## config.mk

```make
export PLATFORM = sky130hd
export DESIGN_NAME = lslf_mul
export DESIGN_NICKNAME = d
export VERILOG_FILES = /design/src/rtl/core/lslf_pkg.sv /design/src/rtl/core/lslf_mul.sv
export SDC_FILE = /design/constraint.sdc
export NUM_CORES = 2
export LEC_CHECK = 0
export ABC_AREA = 1
export BUFFER_PORTS_ARGS = -buffer_cell sky130_fd_sc_hd__buf_2
export CORE_UTILIZATION = 45
export DETAILED_ROUTE_END_ITERATION = 7
export GPL_TIMING_DRIVEN = 0
export PLACE_DENSITY = 0.64
export SETUP_SLACK_MARGIN = 0.3
export SLEW_MARGIN = 20
export SYNTH_ARGS = -nofsm -noshare
export SYNTH_HDL_FRONTEND = slang
export SYNTH_SLANG_ARGS = --single-unit
```

## constraint.sdc

```tcl
create_clock -name clk -period 19.51 [get_ports clk]
set_clock_uncertainty 0.2 [all_clocks]
set_input_delay 2.9265 -clock clk [delete_from_list [all_inputs] [get_ports clk]]
set_output_delay 2.9265 -clock clk [all_outputs]
set_load 0.02 [all_outputs]
```

## src/rtl/core/lslf_pkg.sv

```systemverilog
package lslf_pkg;

    localparam int MAX_POINTS = 65536;

    localparam int COORD_W  = 24;
    localparam int COUNT_W  = 17;
    localparam int SLOPE_W  = 32;
    localparam int ICPT_W   = 24;
    localparam int SUMX_W   = 41;
    localparam int SUMXX_W  = 63;
    localparam int SUMXY_W  = 64;
    localparam int PROD_W   = COORD_W + SLOPE_W;
    localparam int PT_W     = PROD_W + 2;
    localparam int ACC_W    = 128;
    localparam int MUL_B_W  = SUMX_W + 1;
    localparam int MUL_STEPS = MUL_B_W;
    localparam int DIV_STEPS = ACC_W;
    localparam int STEP_W   = $clog2(DIV_STEPS);
    localparam int TERM_W   = 3;
    localparam int IN_W     = 48;
    localparam int OUT_W    = 104;

    typedef enum logic [1:0] {
        OP_CLEAR  = 2'd0,
        OP_ACCUM  = 2'd1,
        OP_FINISH = 2'd2,
        OP_POINT  = 2'd3
    } op_t;

    localparam logic KIND_LINE  = 1'b0;
    localparam logic KIND_POINT = 1'b1;

    localparam logic [TERM_W-1:0] TERM_DEN_A = 3'd0;
    localparam logic [TERM_W-1:0] TERM_DEN_B = 3'd1;
    localparam logic [TERM_W-1:0] TERM_KN_A  = 3'd2;
    localparam logic [TERM_W-1:0] TERM_KN_B  = 3'd3;
    localparam logic [TERM_W-1:0] TERM_BN_A  = 3'd4;
    localparam logic [TERM_W-1:0] TERM_BN_B  = 3'd5;

    typedef enum logic [3:0] {
        ST_IDLE,
        ST_ACC0,
        ST_ACC1,
        ST_ACC2,
        ST_PT_MUL,
        ST_PT_RND,
        ST_TERM_LOAD,
        ST_MUL_STEP,
        ST_CHK_DEN,
        ST_NEG,
        ST_LOAD_DIV,
        ST_DIV_STEP,
        ST_ROUND,
        ST_INC,
        ST_SAT,
        ST_OUT
    } state_t;

    typedef struct packed {
        logic [ACC_W-1:0] a;
        logic [ACC_W-1:0] b;
        logic             inv;
        logic             cin;
    } alu_req_t;

    typedef struct packed {
        logic             carry;
        logic [ACC_W-1:0] sum;
    } alu_rsp_t;

    // divide by 2^16, round half away from zero, saturate to 24 bits
    function automatic logic [ICPT_W-1:0] round_sat24(input logic [PT_W-1:0] v);
        logic [PT_W-1:0]    mag;
        logic [PT_W-1:0]    rnd;
        logic [PT_W-17:0]   m;
        logic [ICPT_W-1:0]  res;
        mag = v[PT_W-1] ? (PT_W'(0) - v) : v;
        rnd = mag + PT_W'(32768);
        m   = rnd[PT_W-1:16];
        if (v[PT_W-1]) begin
            if (m > (PT_W-16)'(24'h800000)) begin
                res = 24'h800000;
            end else begin
                res = 24'(0) - m[ICPT_W-1:0];
            end
        end else begin
            if (m > (PT_W-16)'(24'h7FFFFF)) begin
                res = 24'h7FFFFF;
            end else begin
                res = m[ICPT_W-1:0];
            end
        end
        return res;
    endfunction

endpackage

```

## src/rtl/core/lslf_mul.sv

```systemverilog
module lslf_mul (
    input  logic                                clk,
    input  logic signed [lslf_pkg::COORD_W-1:0] a,
    input  logic signed [lslf_pkg::SLOPE_W-1:0] b,
    output logic signed [lslf_pkg::PROD_W-1:0]  p_reg
);

    always_ff @(posedge clk)
    begin
        p_reg <= a * b;
    end

endmodule

```

==> results.md <==
* Worst-path clk slew at 0.08 ns
* Hpwl dp at 91800 um
* Worst-Margin Slew at 1.14 ns
* Maxcap violations at 0
* Most common cell after layout, fill and taps aside: inv_1
* # DRC at 8
* Largest register FFs at 56
* Die height at 261 um
* WL final at 105000 um
* Area contributors post-synth: fa_1, inv_1, nand2_1, ha_1, dfxtp_1
* Area occupied by registers at 1120 um^2
* Synthesized area per cell at 7.78 um^2
* H-tree depth at 2
* First-pass GRT wire length at 158000 um
* Most frequent cells in the layout: inv_1, nand2_1, fa_1, ha_1, clkbuf_1
* Initial drt markers at 2180
* Beginning of the worst hold path: b[0]
* Clock Tree Buf Depth at 2
* IO Pins at 113
* CTS buffer count at 5
* Number of global-route vias before repair at 25300
* Tot GR Track Use at 32.1%
* PostCTS Resize Cnt at 0
* CTS tree: built
* # setup viols final at 0
* #FFs+latches synth at 56
* HP Class: in2reg
* Postcts setup bufs at 0
* Crit-path max FO at 10
* Die X at 261 um
* CTS Root Cell: clkbuf_16
* Largest net degree at the start of global routing at 20
* Antenna-violating nets left at 0
* Hold path depth at 3
* Drt pass-1 iters at 8
* Layout cells sized above 1 at 4.47%
* Worst Setup Start Kind: input port
* Multi-input logic area at 23700 um^2
* WL/cell at 21.6 um
* Initial antenna violation count at 2
* Total congestion overflow at 0
* Synth-to-layout area growth at 5.98%
* Status: finished with violations
* Top cell type's share of synthesized area at 51.9%
* Placeable Area at 66100 um^2
* Crit path kind: in2reg
* Critical Path RT at 19.52 ns
* Post-synthesis sequential area ratio at 3.71%
* Nets@finish at 4994
* Hold_buf cts at 0
* Data arrival, critical path at 10.58 ns
* Min cycle time layout at 10.57 ns
* Placer congestion estimate at 1.03
* Worst hold path endpoint: p_reg[0]
* Worst Setup End Kind: flip-flop
* RSZ-0062 raised after global routing: no
* Warnings, synthesis at 0
* Slew Limit Headroom at 23.7%
* Failing checks: design-rule violations
* Final period utilization at 54.2%
* # port buffers at 112
* # clock sinks at 56
* Top cell type by total area after synthesis: fa_1
* Die ar. at 68200 um^2
* Synthesized instance count at 3884
* Slew Limit Fails at 0
* DR vias at 24700
* FP Rows at 94
* Synth cell types at 32
* Vias per cell at 5.06
* Final Hold Violating Endpoints at 0
* Initial Utilization at 45.7%
* Fmax achieved at 94.6 MHz
* Mapped Area at 30200 um^2
* Syn_nets at 4874
* FILL cells at 6744
* N_diodes at 0
* Setup TNS at 0 ns
final cells by class:
class                      instances  share of cell area, %
sequential                        56                   3.50
clock inverter                     3                 0.0781
clock buffer                       5                  0.391
tap                              864                   3.38
buffer                           136                   1.60
multi-input combinational       2395                   74.1
timing repair buffer             113                   1.80
inverter                        1297                   15.2
routing by layer:
metal	GRT usage, %	vias up	part of all wire [%]
met1	43.4	12400	40
met2	51.0	1154	46
met5	0	-	0
met3	6.12	218	9.8
met4	12.6	0	4.9
li1	-	10900	-
cells by family (layout without fill, tap and decap cells):
logic type / after synthesis / count (layout) / synth area share (%)
buffers and inverters: 1433 / 1554 / 17.8
XOR/XNOR: 36 / 36 / 1.04
AND/OR/NAND/NOR: 1333 / 1333 / 17.7
flip-flops: 56 / 56 / 3.71
AO/OA/AOI/OAI: 93 / 93 / 1.69
adder cells (fa/ha/maj): 933 / 933 / 58.1
synth_stat cells (all sizes together):
cell type and count:
inv 1297, nand2 1113, fa 783, ha 150, clkbuf 135, nor2 113
nand3 57, dfxtp 56, a21oi 53, xor2 32, o21ai 22, nand4 17
o21bai 15, nor3 14, or2 7, and2 4, nand3b 4, xnor2 4
nor4 3, a21boi 1, a21o 1, a31oi 1, and3 1, buf 1
worst max-delay path by stage:
stage / from / to / depth (start not counted) / slack (ns)
2_1_floorplan: b[31] / p_reg[54] / 22 / 10.40
6_report: a[4] / p_reg[55] / 24 / 8.94
3_3_place_gp: a[2] / p_reg[55] / 24 / 8.74
3_5_place_dp: a[1] / p_reg[55] / 24 / 8.73
4_1_cts: a[1] / p_reg[55] / 24 / 9.03
5_1_grt: a[1] / p_reg[55] / 24 / 8.74
metrics by stage:
step | hold WS (ns) | area (um^2) | instances | setup slack [ns] | utilization [%]
floorplan | 2.82 | 30200 | 3884 | 10.40 | -
global placement | 3.14 | 31900 | 4860 | 8.74 | 48.2
detailed placement | 3.14 | 31900 | 4861 | 8.73 | 48.2
CTS | 2.94 | 32000 | 4869 | 9.03 | 48.5
global route | 3.00 | 32000 | 4869 | 8.74 | 48.5
finish | 2.96 | 32000 | 4869 | 8.94 | 48.5
critical path, stage by stage:
cell and delay [ns]:
buf_2 0.20, clkbuf_1 0.78, nand2_1 0.11, inv_1 0.16
fa_1 0.48, fa_1 0.65, inv_1 0.24, fa_1 0.80
inv_1 0.30, fa_1 0.57, inv_1 0.06, fa_1 0.55
inv_1 0.05, fa_1 0.51, fa_1 0.45, ha_1 0.47
nand4_1 0.21, nor3_1 0.44, and3_1 0.24, nand2_1 0.11
inv_1 0.07, nor2_1 0.05, nand2_1 0.06, nand2_1 0.05
Power is not shown: default switching activity piles up to over one toggle a cycle in this logic, so the estimate is an artifact.
