===== config.mk =====
export PLATFORM = sky130hd
export DESIGN_NAME = lslf_alu
export DESIGN_NICKNAME = d
export VERILOG_FILES = /design/src/rtl/core/lslf_pkg.sv /design/src/rtl/core/lslf_alu.sv
export SDC_FILE = /design/constraint.sdc
export NUM_CORES = 1
export LEC_CHECK = 0
export ABC_AREA = 1
export BUFFER_PORTS_ARGS = -buffer_cell sky130_fd_sc_hd__buf_2
export CAP_MARGIN = 20
export CORE_MARGIN = 3
export CORE_UTILIZATION = 45
export DETAILED_ROUTE_END_ITERATION = 16
export PLACE_DENSITY = 0.69
export REMOVE_ABC_BUFFERS = 1
export SLEW_MARGIN = 40
export SYNTH_ARGS = -nofsm -noshare
export SYNTH_HDL_FRONTEND = slang
export SYNTH_SLANG_ARGS = --single-unit

===== constraint.sdc =====
create_clock -name vclk -period 4.2
set_input_delay 0.42 -clock vclk [all_inputs]
set_output_delay 0.42 -clock vclk [all_outputs]
set_load 0.01 [all_outputs]

===== src/rtl/core/lslf_pkg.sv =====
package lslf_pkg;

    localparam int MAX_POINTS = 65536;

    localparam int COORD_W  = 24;
    localparam int COUNT_W  = 17;
    localparam int SLOPE_W  = 32;
    localparam int ICPT_W   = 24;
    localparam int SUMX_W   = 41;
    localparam int SUMXX_W  = 63;
    localparam int SUMXY_W  = 64;
    localparam int PROD_W   = COORD_W + SLOPE_W;
    localparam int PT_W     = PROD_W + 2;
    localparam int ACC_W    = 128;
    localparam int MUL_B_W  = SUMX_W + 1;
    localparam int MUL_STEPS = MUL_B_W;
    localparam int DIV_STEPS = ACC_W;
    localparam int STEP_W   = $clog2(DIV_STEPS);
    localparam int TERM_W   = 3;
    localparam int IN_W     = 48;
    localparam int OUT_W    = 104;

    typedef enum logic [1:0] {
        OP_CLEAR  = 2'd0,
        OP_ACCUM  = 2'd1,
        OP_FINISH = 2'd2,
        OP_POINT  = 2'd3
    } op_t;

    localparam logic KIND_LINE  = 1'b0;
    localparam logic KIND_POINT = 1'b1;

    localparam logic [TERM_W-1:0] TERM_DEN_A = 3'd0;
    localparam logic [TERM_W-1:0] TERM_DEN_B = 3'd1;
    localparam logic [TERM_W-1:0] TERM_KN_A  = 3'd2;
    localparam logic [TERM_W-1:0] TERM_KN_B  = 3'd3;
    localparam logic [TERM_W-1:0] TERM_BN_A  = 3'd4;
    localparam logic [TERM_W-1:0] TERM_BN_B  = 3'd5;

    typedef enum logic [3:0] {
        ST_IDLE,
        ST_ACC0,
        ST_ACC1,
        ST_ACC2,
        ST_PT_MUL,
        ST_PT_RND,
        ST_TERM_LOAD,
        ST_MUL_STEP,
        ST_CHK_DEN,
        ST_NEG,
        ST_LOAD_DIV,
        ST_DIV_STEP,
        ST_ROUND,
        ST_INC,
        ST_SAT,
        ST_OUT
    } state_t;

    typedef struct packed {
        logic [ACC_W-1:0] a;
        logic [ACC_W-1:0] b;
        logic             inv;
        logic             cin;
    } alu_req_t;

    typedef struct packed {
        logic             carry;
        logic [ACC_W-1:0] sum;
    } alu_rsp_t;

    // divide by 2^16, round half away from zero, saturate to 24 bits
    function automatic logic [ICPT_W-1:0] round_sat24(input logic [PT_W-1:0] v);
        logic [PT_W-1:0]    mag;
        logic [PT_W-1:0]    rnd;
        logic [PT_W-17:0]   m;
        logic [ICPT_W-1:0]  res;
        mag = v[PT_W-1] ? (PT_W'(0) - v) : v;
        rnd = mag + PT_W'(32768);
        m   = rnd[PT_W-1:16];
        if (v[PT_W-1]) begin
            if (m > (PT_W-16)'(24'h800000)) begin
                res = 24'h800000;
            end else begin
                res = 24'(0) - m[ICPT_W-1:0];
            end
        end else begin
            if (m > (PT_W-16)'(24'h7FFFFF)) begin
                res = 24'h7FFFFF;
            end else begin
                res = m[ICPT_W-1:0];
            end
        end
        return res;
    endfunction

endpackage


===== src/rtl/core/lslf_alu.sv =====
module lslf_alu (
    input  lslf_pkg::alu_req_t req,
    output lslf_pkg::alu_rsp_t rsp
);

    logic [lslf_pkg::ACC_W-1:0] b_sel;

    assign b_sel = req.inv ? ~req.b : req.b;
    assign {rsp.carry, rsp.sum} = {1'b0, req.a} + {1'b0, b_sel}
                                  + (lslf_pkg::ACC_W + 1)'(req.cin);

endmodule


==> results.cfg, run 1 <==
[outcome]
outcome = completed

[flow_run]
maxCapViolCount = 0

[detailed_routing]
dr.first_iter.drc_count = 1861
viasPerCell = 4.89
vias = 20265
wl_met2_um = 28300
drtPass1Iterations = 6
dr_wl_met3_um = 8410
wl_um = 70700
antenna_left = 0
wl_per_cell_um = 17.0
met1_length_um = 31700
drc = 0
maxUsedRoutingLayer = met4

[sta]
hold_violations = 0
fmax_mhz = 244
worstMarginPinSlew_ps = 597
slew-limit-headroom_pct = 59.9
setup_viol = 0
rsz0062_at_grt = no
finalCritPeriodShare_pct = 97.4
finalSetupTns_ps = 0
finalCriticalPeriod_ps = 4090
finalMaxSlewViolations = 0

[die]
fp.dieW_um = 191
fp.dieH_um = 191
io_pins = 387
rows = 67
die-area_um2 = 36600
start_util_pct = 45.8
core_area_um2 = 33700

[final_layout]
area_growth_pct = 16.8
fin_area_um2 = 18000
sequential_cell_area_um2 = 0
nClkBuffers = 0
drive_above_1_share_pct = 15.0
design.seq.count = 0
nNetsFinal = 4087
final_core_util_pct = 53.5

[global_route]
global_route.overflow_total = 0
grt_max_degree = 29
grt_pass1_wl_um = 102000
grtUsageTotal_pct = 36.9
antenna_found_initial = 0
grt_pass1_vias = 17984

[critical_path]
crit_chain = buf_6 -> buf_4 -> xor2_1 -> ha_1 -> nand2_1 -> nor2_1 -> nand2_1 -> nor2_1 -> a21oi_1 -> nand2_2 -> xor2_1 -> buf_2
crit_slowest_cell = ha_1
cp-end-kind = primary output
path_buf_inv = 3
arrival_ps = 3670
critPathLaunchType = input port
crit_path_max_incr_delay_ps = 440
path_delay_family = simple AND/OR/NAND/NOR gates
required_ps = 3780
worstPathMaxFanout = 16
path_class = input port to primary output

[worst_hold_path]
min_to = rsp[5]
hold_path_class = input port to primary output
whs_path_depth = 4
hp-start = req[135]

[synth]
syn_area_um2 = 15400
avgSynthCellArea_um2 = 4.67
synth_warnings = 0
postSynthCellCount = 3307
synth_cell_types = 28
yosysSeqAreaShare_pct = 0

[clocking]
cts_hold_buf = 0
post-cts-setup-buffer-count = 0
cts_resized = 0

[place]
place.gp.congestion = 1.14
dp_hpwl_um = 64700
io_buffers = 387
placed_cell_area_um2 = 18000
-- cells in the mapped netlist --
library cell  number  area share (%)
inv_2             15            0.36
nand2_2           41             1.7
fa_1               2            0.26
nor2_2            49             2.0
nor2_4            16             1.2
buf_2             13            0.42
a31oi_1            1           0.041
or2_0              1           0.041
o21a_1             1           0.049
nand4_1           21            0.85
nand3b_1           1           0.049
xnor2_1            3            0.17
nand3_1           99             3.2
nand3_2           16             1.0
a21oi_1           93             3.0
nor3_1            21            0.68
o21bai_1           4            0.19
nand2_1         1482              36
nor4_2             2            0.16
inv_1            847              21
ha_1             127              10
and2_1             3            0.12
xor2_1           189              11
o21ai_0            8            0.26
nor3_2            11            0.71
clkbuf_1           1           0.024
nor2_1           239             5.8
o2111ai_1          1           0.057
-- tightest hold or removal path, stage by stage --
cell and delay, ps:
buf_2 80, ha_1 190, xor2_1 80, buf_2 130
-- worst max path at each step --
stage                start  endpoint  slack, ps  cells past startpoint
floorplan           req[2]   rsp[64]       1430                     15
global placement    req[1]   rsp[62]        320                     12
detailed placement  req[1]   rsp[62]        370                     12
CTS                 req[1]   rsp[62]        350                     12
global route        req[1]   rsp[62]         30                     12
finish              req[1]   rsp[62]        110                     12
-- cells in the final DEF (no fill, tap or decap), types with 21 or more instances in the layout --
cell,count
nand4_1,21
buf_2,386
ha_1,127
a21oi_1,93
xor2_1,189
nor3_1,21
nand3_1,99
nand2_1,1482
nand2_2,41
nor2_2,49
inv_1,847
nor2_1,239
-- logic make-up (layout without fill, tap and decap cells) --
group	count (synthesis)	in the layout	synth area share [%]
compound gates	108	108	3.62
other cells	0	2	0
buf+inv	876	1267	21.4
xor+xnor	192	192	10.9
simple gates	2002	2002	53.5
fa+ha+maj	129	129	10.6
-- through the flow --
stage / hold slack, ps / instances / setup slack [ps]
2_1_floorplan: 1100 / 3293 / 1430
3_3_place_gp: 1320 / 4146 / 325
3_5_place_dp: 1330 / 4146 / 373
4_1_cts: 1330 / 4146 / 352
5_1_grt: 1360 / 4146 / 30.4
6_report: 1320 / 4148 / 108
-- metal layers --
layer  vias up  GRT usage [%]
met5         -              0
met4         0           9.43
li1      10320              -
met3        94           9.06
met1      8908           52.6
met2       943           55.2
-- area by class of cell --
| type | instances | area, µm² |
|---|---|---|
| Fill cell | 4020 | 15700 |
| Multi-Input combinational cell | 2431 | 12100 |
| Inverter | 862 | 3240 |
| Timing Repair Buffer | 405 | 2100 |
| Tap cell | 448 | 561 |
| Antenna cell | 2 | 5.00 |
==> run 2, diff against run 1 <==
Settings changed: SETUP_SLACK_MARGIN from default to 0.5.
==> results.cfg, run 2 (same netlist as run 1, synthesis figures left out) <==
[worst_hold_path]
min_to = rsp[5]
hold_path_class = input port to primary output
hp-start = req[135]
whs_path_depth = 4

[sta]
finalCritPeriodShare_pct = 85.9
fmax_mhz = 277
slew-limit-headroom_pct = 65.7
hold_slack_ps = 1320
finalMaxSlewViolations = 0
finalCriticalPeriod_ps = 3610
setup_slack_ps = 594
hold_violations = 0
worstMarginPinSlew_ps = 512
setup_viol = 0
finalSetupTns_ps = 0
rsz0062_at_grt = yes

[final_layout]
sequential_cell_area_um2 = 0
design.seq.count = 0
nNetsFinal = 4088
fill_cells = 3985
final_common_cell = nand2_1
nClkBuffers = 0
n_antenna_cell = 0
drive_above_1_share_pct = 16.3
final_cell_mix = nand2_1 (1477), inv_1 (847), buf_2 (386)
area_growth_pct = 18.3

[detailed_routing]
drc = 0
viasPerCell = 4.89
antenna_left = 0
drtPass1Iterations = 6
wl_per_cell_um = 17.1
vias = 20291
wl_um = 71000
dr.first_iter.drc_count = 1869

[global_route]
global_route.overflow_total = 0
grt_pass1_vias = 17997
grt_pass1_wl_um = 102000
grt_max_degree = 29
antenna_found_initial = 0
grtUsageTotal_pct = 36.9

[critical_path]
arrival_ps = 3190
required_ps = 3780
worstPathMaxFanout = 11
critPathMostFrequentCell = nand2_1
path_class = input port to primary output
path_delay_family = simple AND/OR/NAND/NOR gates
crit_path_max_incr_delay_ps = 440
path_buf_inv = 3
crit_slowest_cell = fa_1
crit_chain = buf_8 -> xnor2_1 -> fa_1 -> fa_1 -> inv_1 -> nand3_1 -> nand2_2 -> nand2_1 -> nand2_2 -> nand2_1 -> nand2_1 -> nand2_1 -> nand2_2 -> nand2_1 -> nand2_1 -> xor2_2 -> buf_2
cp-end-kind = primary output
critPathLaunchType = input port
startpoint = req[1]

[power_and_ir_drop]
power-per-cell-area_nw_per_um2 = 226
combPwrFrac_pct = 100.0
leakage_uw = 0.0125
pwr-share-seq_pct = 0
fin_total_pwr_uw = 4130
p_clk_share_pct = 0
cellInternalPower_uw = 1330
switching_share_pct = 67.7
switching_power_uw = 2800
ir_worst_vdd_mv = 0.135

[die]
die-area_um2 = 36600
io_pins = 387
start_util_pct = 45.8
fp.dieH_um = 191
rows = 67
core_area_um2 = 33700
fp.dieW_um = 191

[place]
io_buffers = 387
place.gp.congestion = 1.14
pre_cts_ws_ps = 373
dp_hpwl_um = 64700

[flow_run]
maxCapViolCount = 0

[clocking]
cts_hold_buf = 0

[outcome]
outcome = completed
run 2: cell types whose count changed in the layout (fill, tap and decap cells not counted), moves of 5 or more:
cell	previous run	this run
ha_2	0	25
nand2_1	1482	1477
nand2_2	41	46
nor2_2	49	55
ha_1	127	102
nor2_1	239	233
run 2: power by group through the flow:
stage          logic, µW  clock network (µW)  registers (µW)
6_report            4130                   0               0
5_1_grt             4480                   0               0
2_1_floorplan       2380                   0               0
4_1_cts             3970                   0               0
3_3_place_gp        3960                   0               0
3_5_place_dp        3950                   0               0
run 2: per-stage QoR:
step                area [µm²]  instances  util (%)
CTS                      18000       4146      53.5
floorplan                15400       3293         -
finish                   18300       4147      54.2
detailed placement       18000       4146      53.5
global route             18300       4147      54.2
global placement         18000       4146      53.5
run 2: worst max-delay path by stage:
stage / end / slack, ps / cells past startpoint
after floorplan: rsp[64] / 1430 / 15
after global placement: rsp[62] / 320 / 12
after detailed placement: rsp[62] / 370 / 12
after CTS: rsp[64] / 520 / 17
after global routing: rsp[128] / 480 / 18
final: rsp[64] / 590 / 17
run 2: routing by layer:
layer | routed length, µm | global-route usage [%] | vias to the layer above | part of all wire, %
li1 | - | - | 10322 | -
met3 | 8890 | 8.93 | 91 | 13
met2 | 28500 | 55.1 | 971 | 40
met5 | 0 | 0 | - | 0
met1 | 31400 | 52.6 | 8907 | 44
met4 | 2240 | 9.62 | 0 | 3.2
run 2: repair_timing:
action | 4_1_cts | 5_1_grt
endpoints found under the hold margin | 0 | 0
gates resized for setup | 3 | 53
cloned | 0 | 1
endpoints found under the setup margin | 1 | 82
buffers inserted | 0 | 0
run 2: cell type report:
type / instances / area (µm²) / area share [%]
repair buffers: 406 / 2160 / 11.8
multi-input cells: 2431 / 12300 / 67.4
well taps: 448 / 561 / 3.07
inverters: 862 / 3240 / 17.7
No activity file was read; power rests on OpenSTA's default activity.
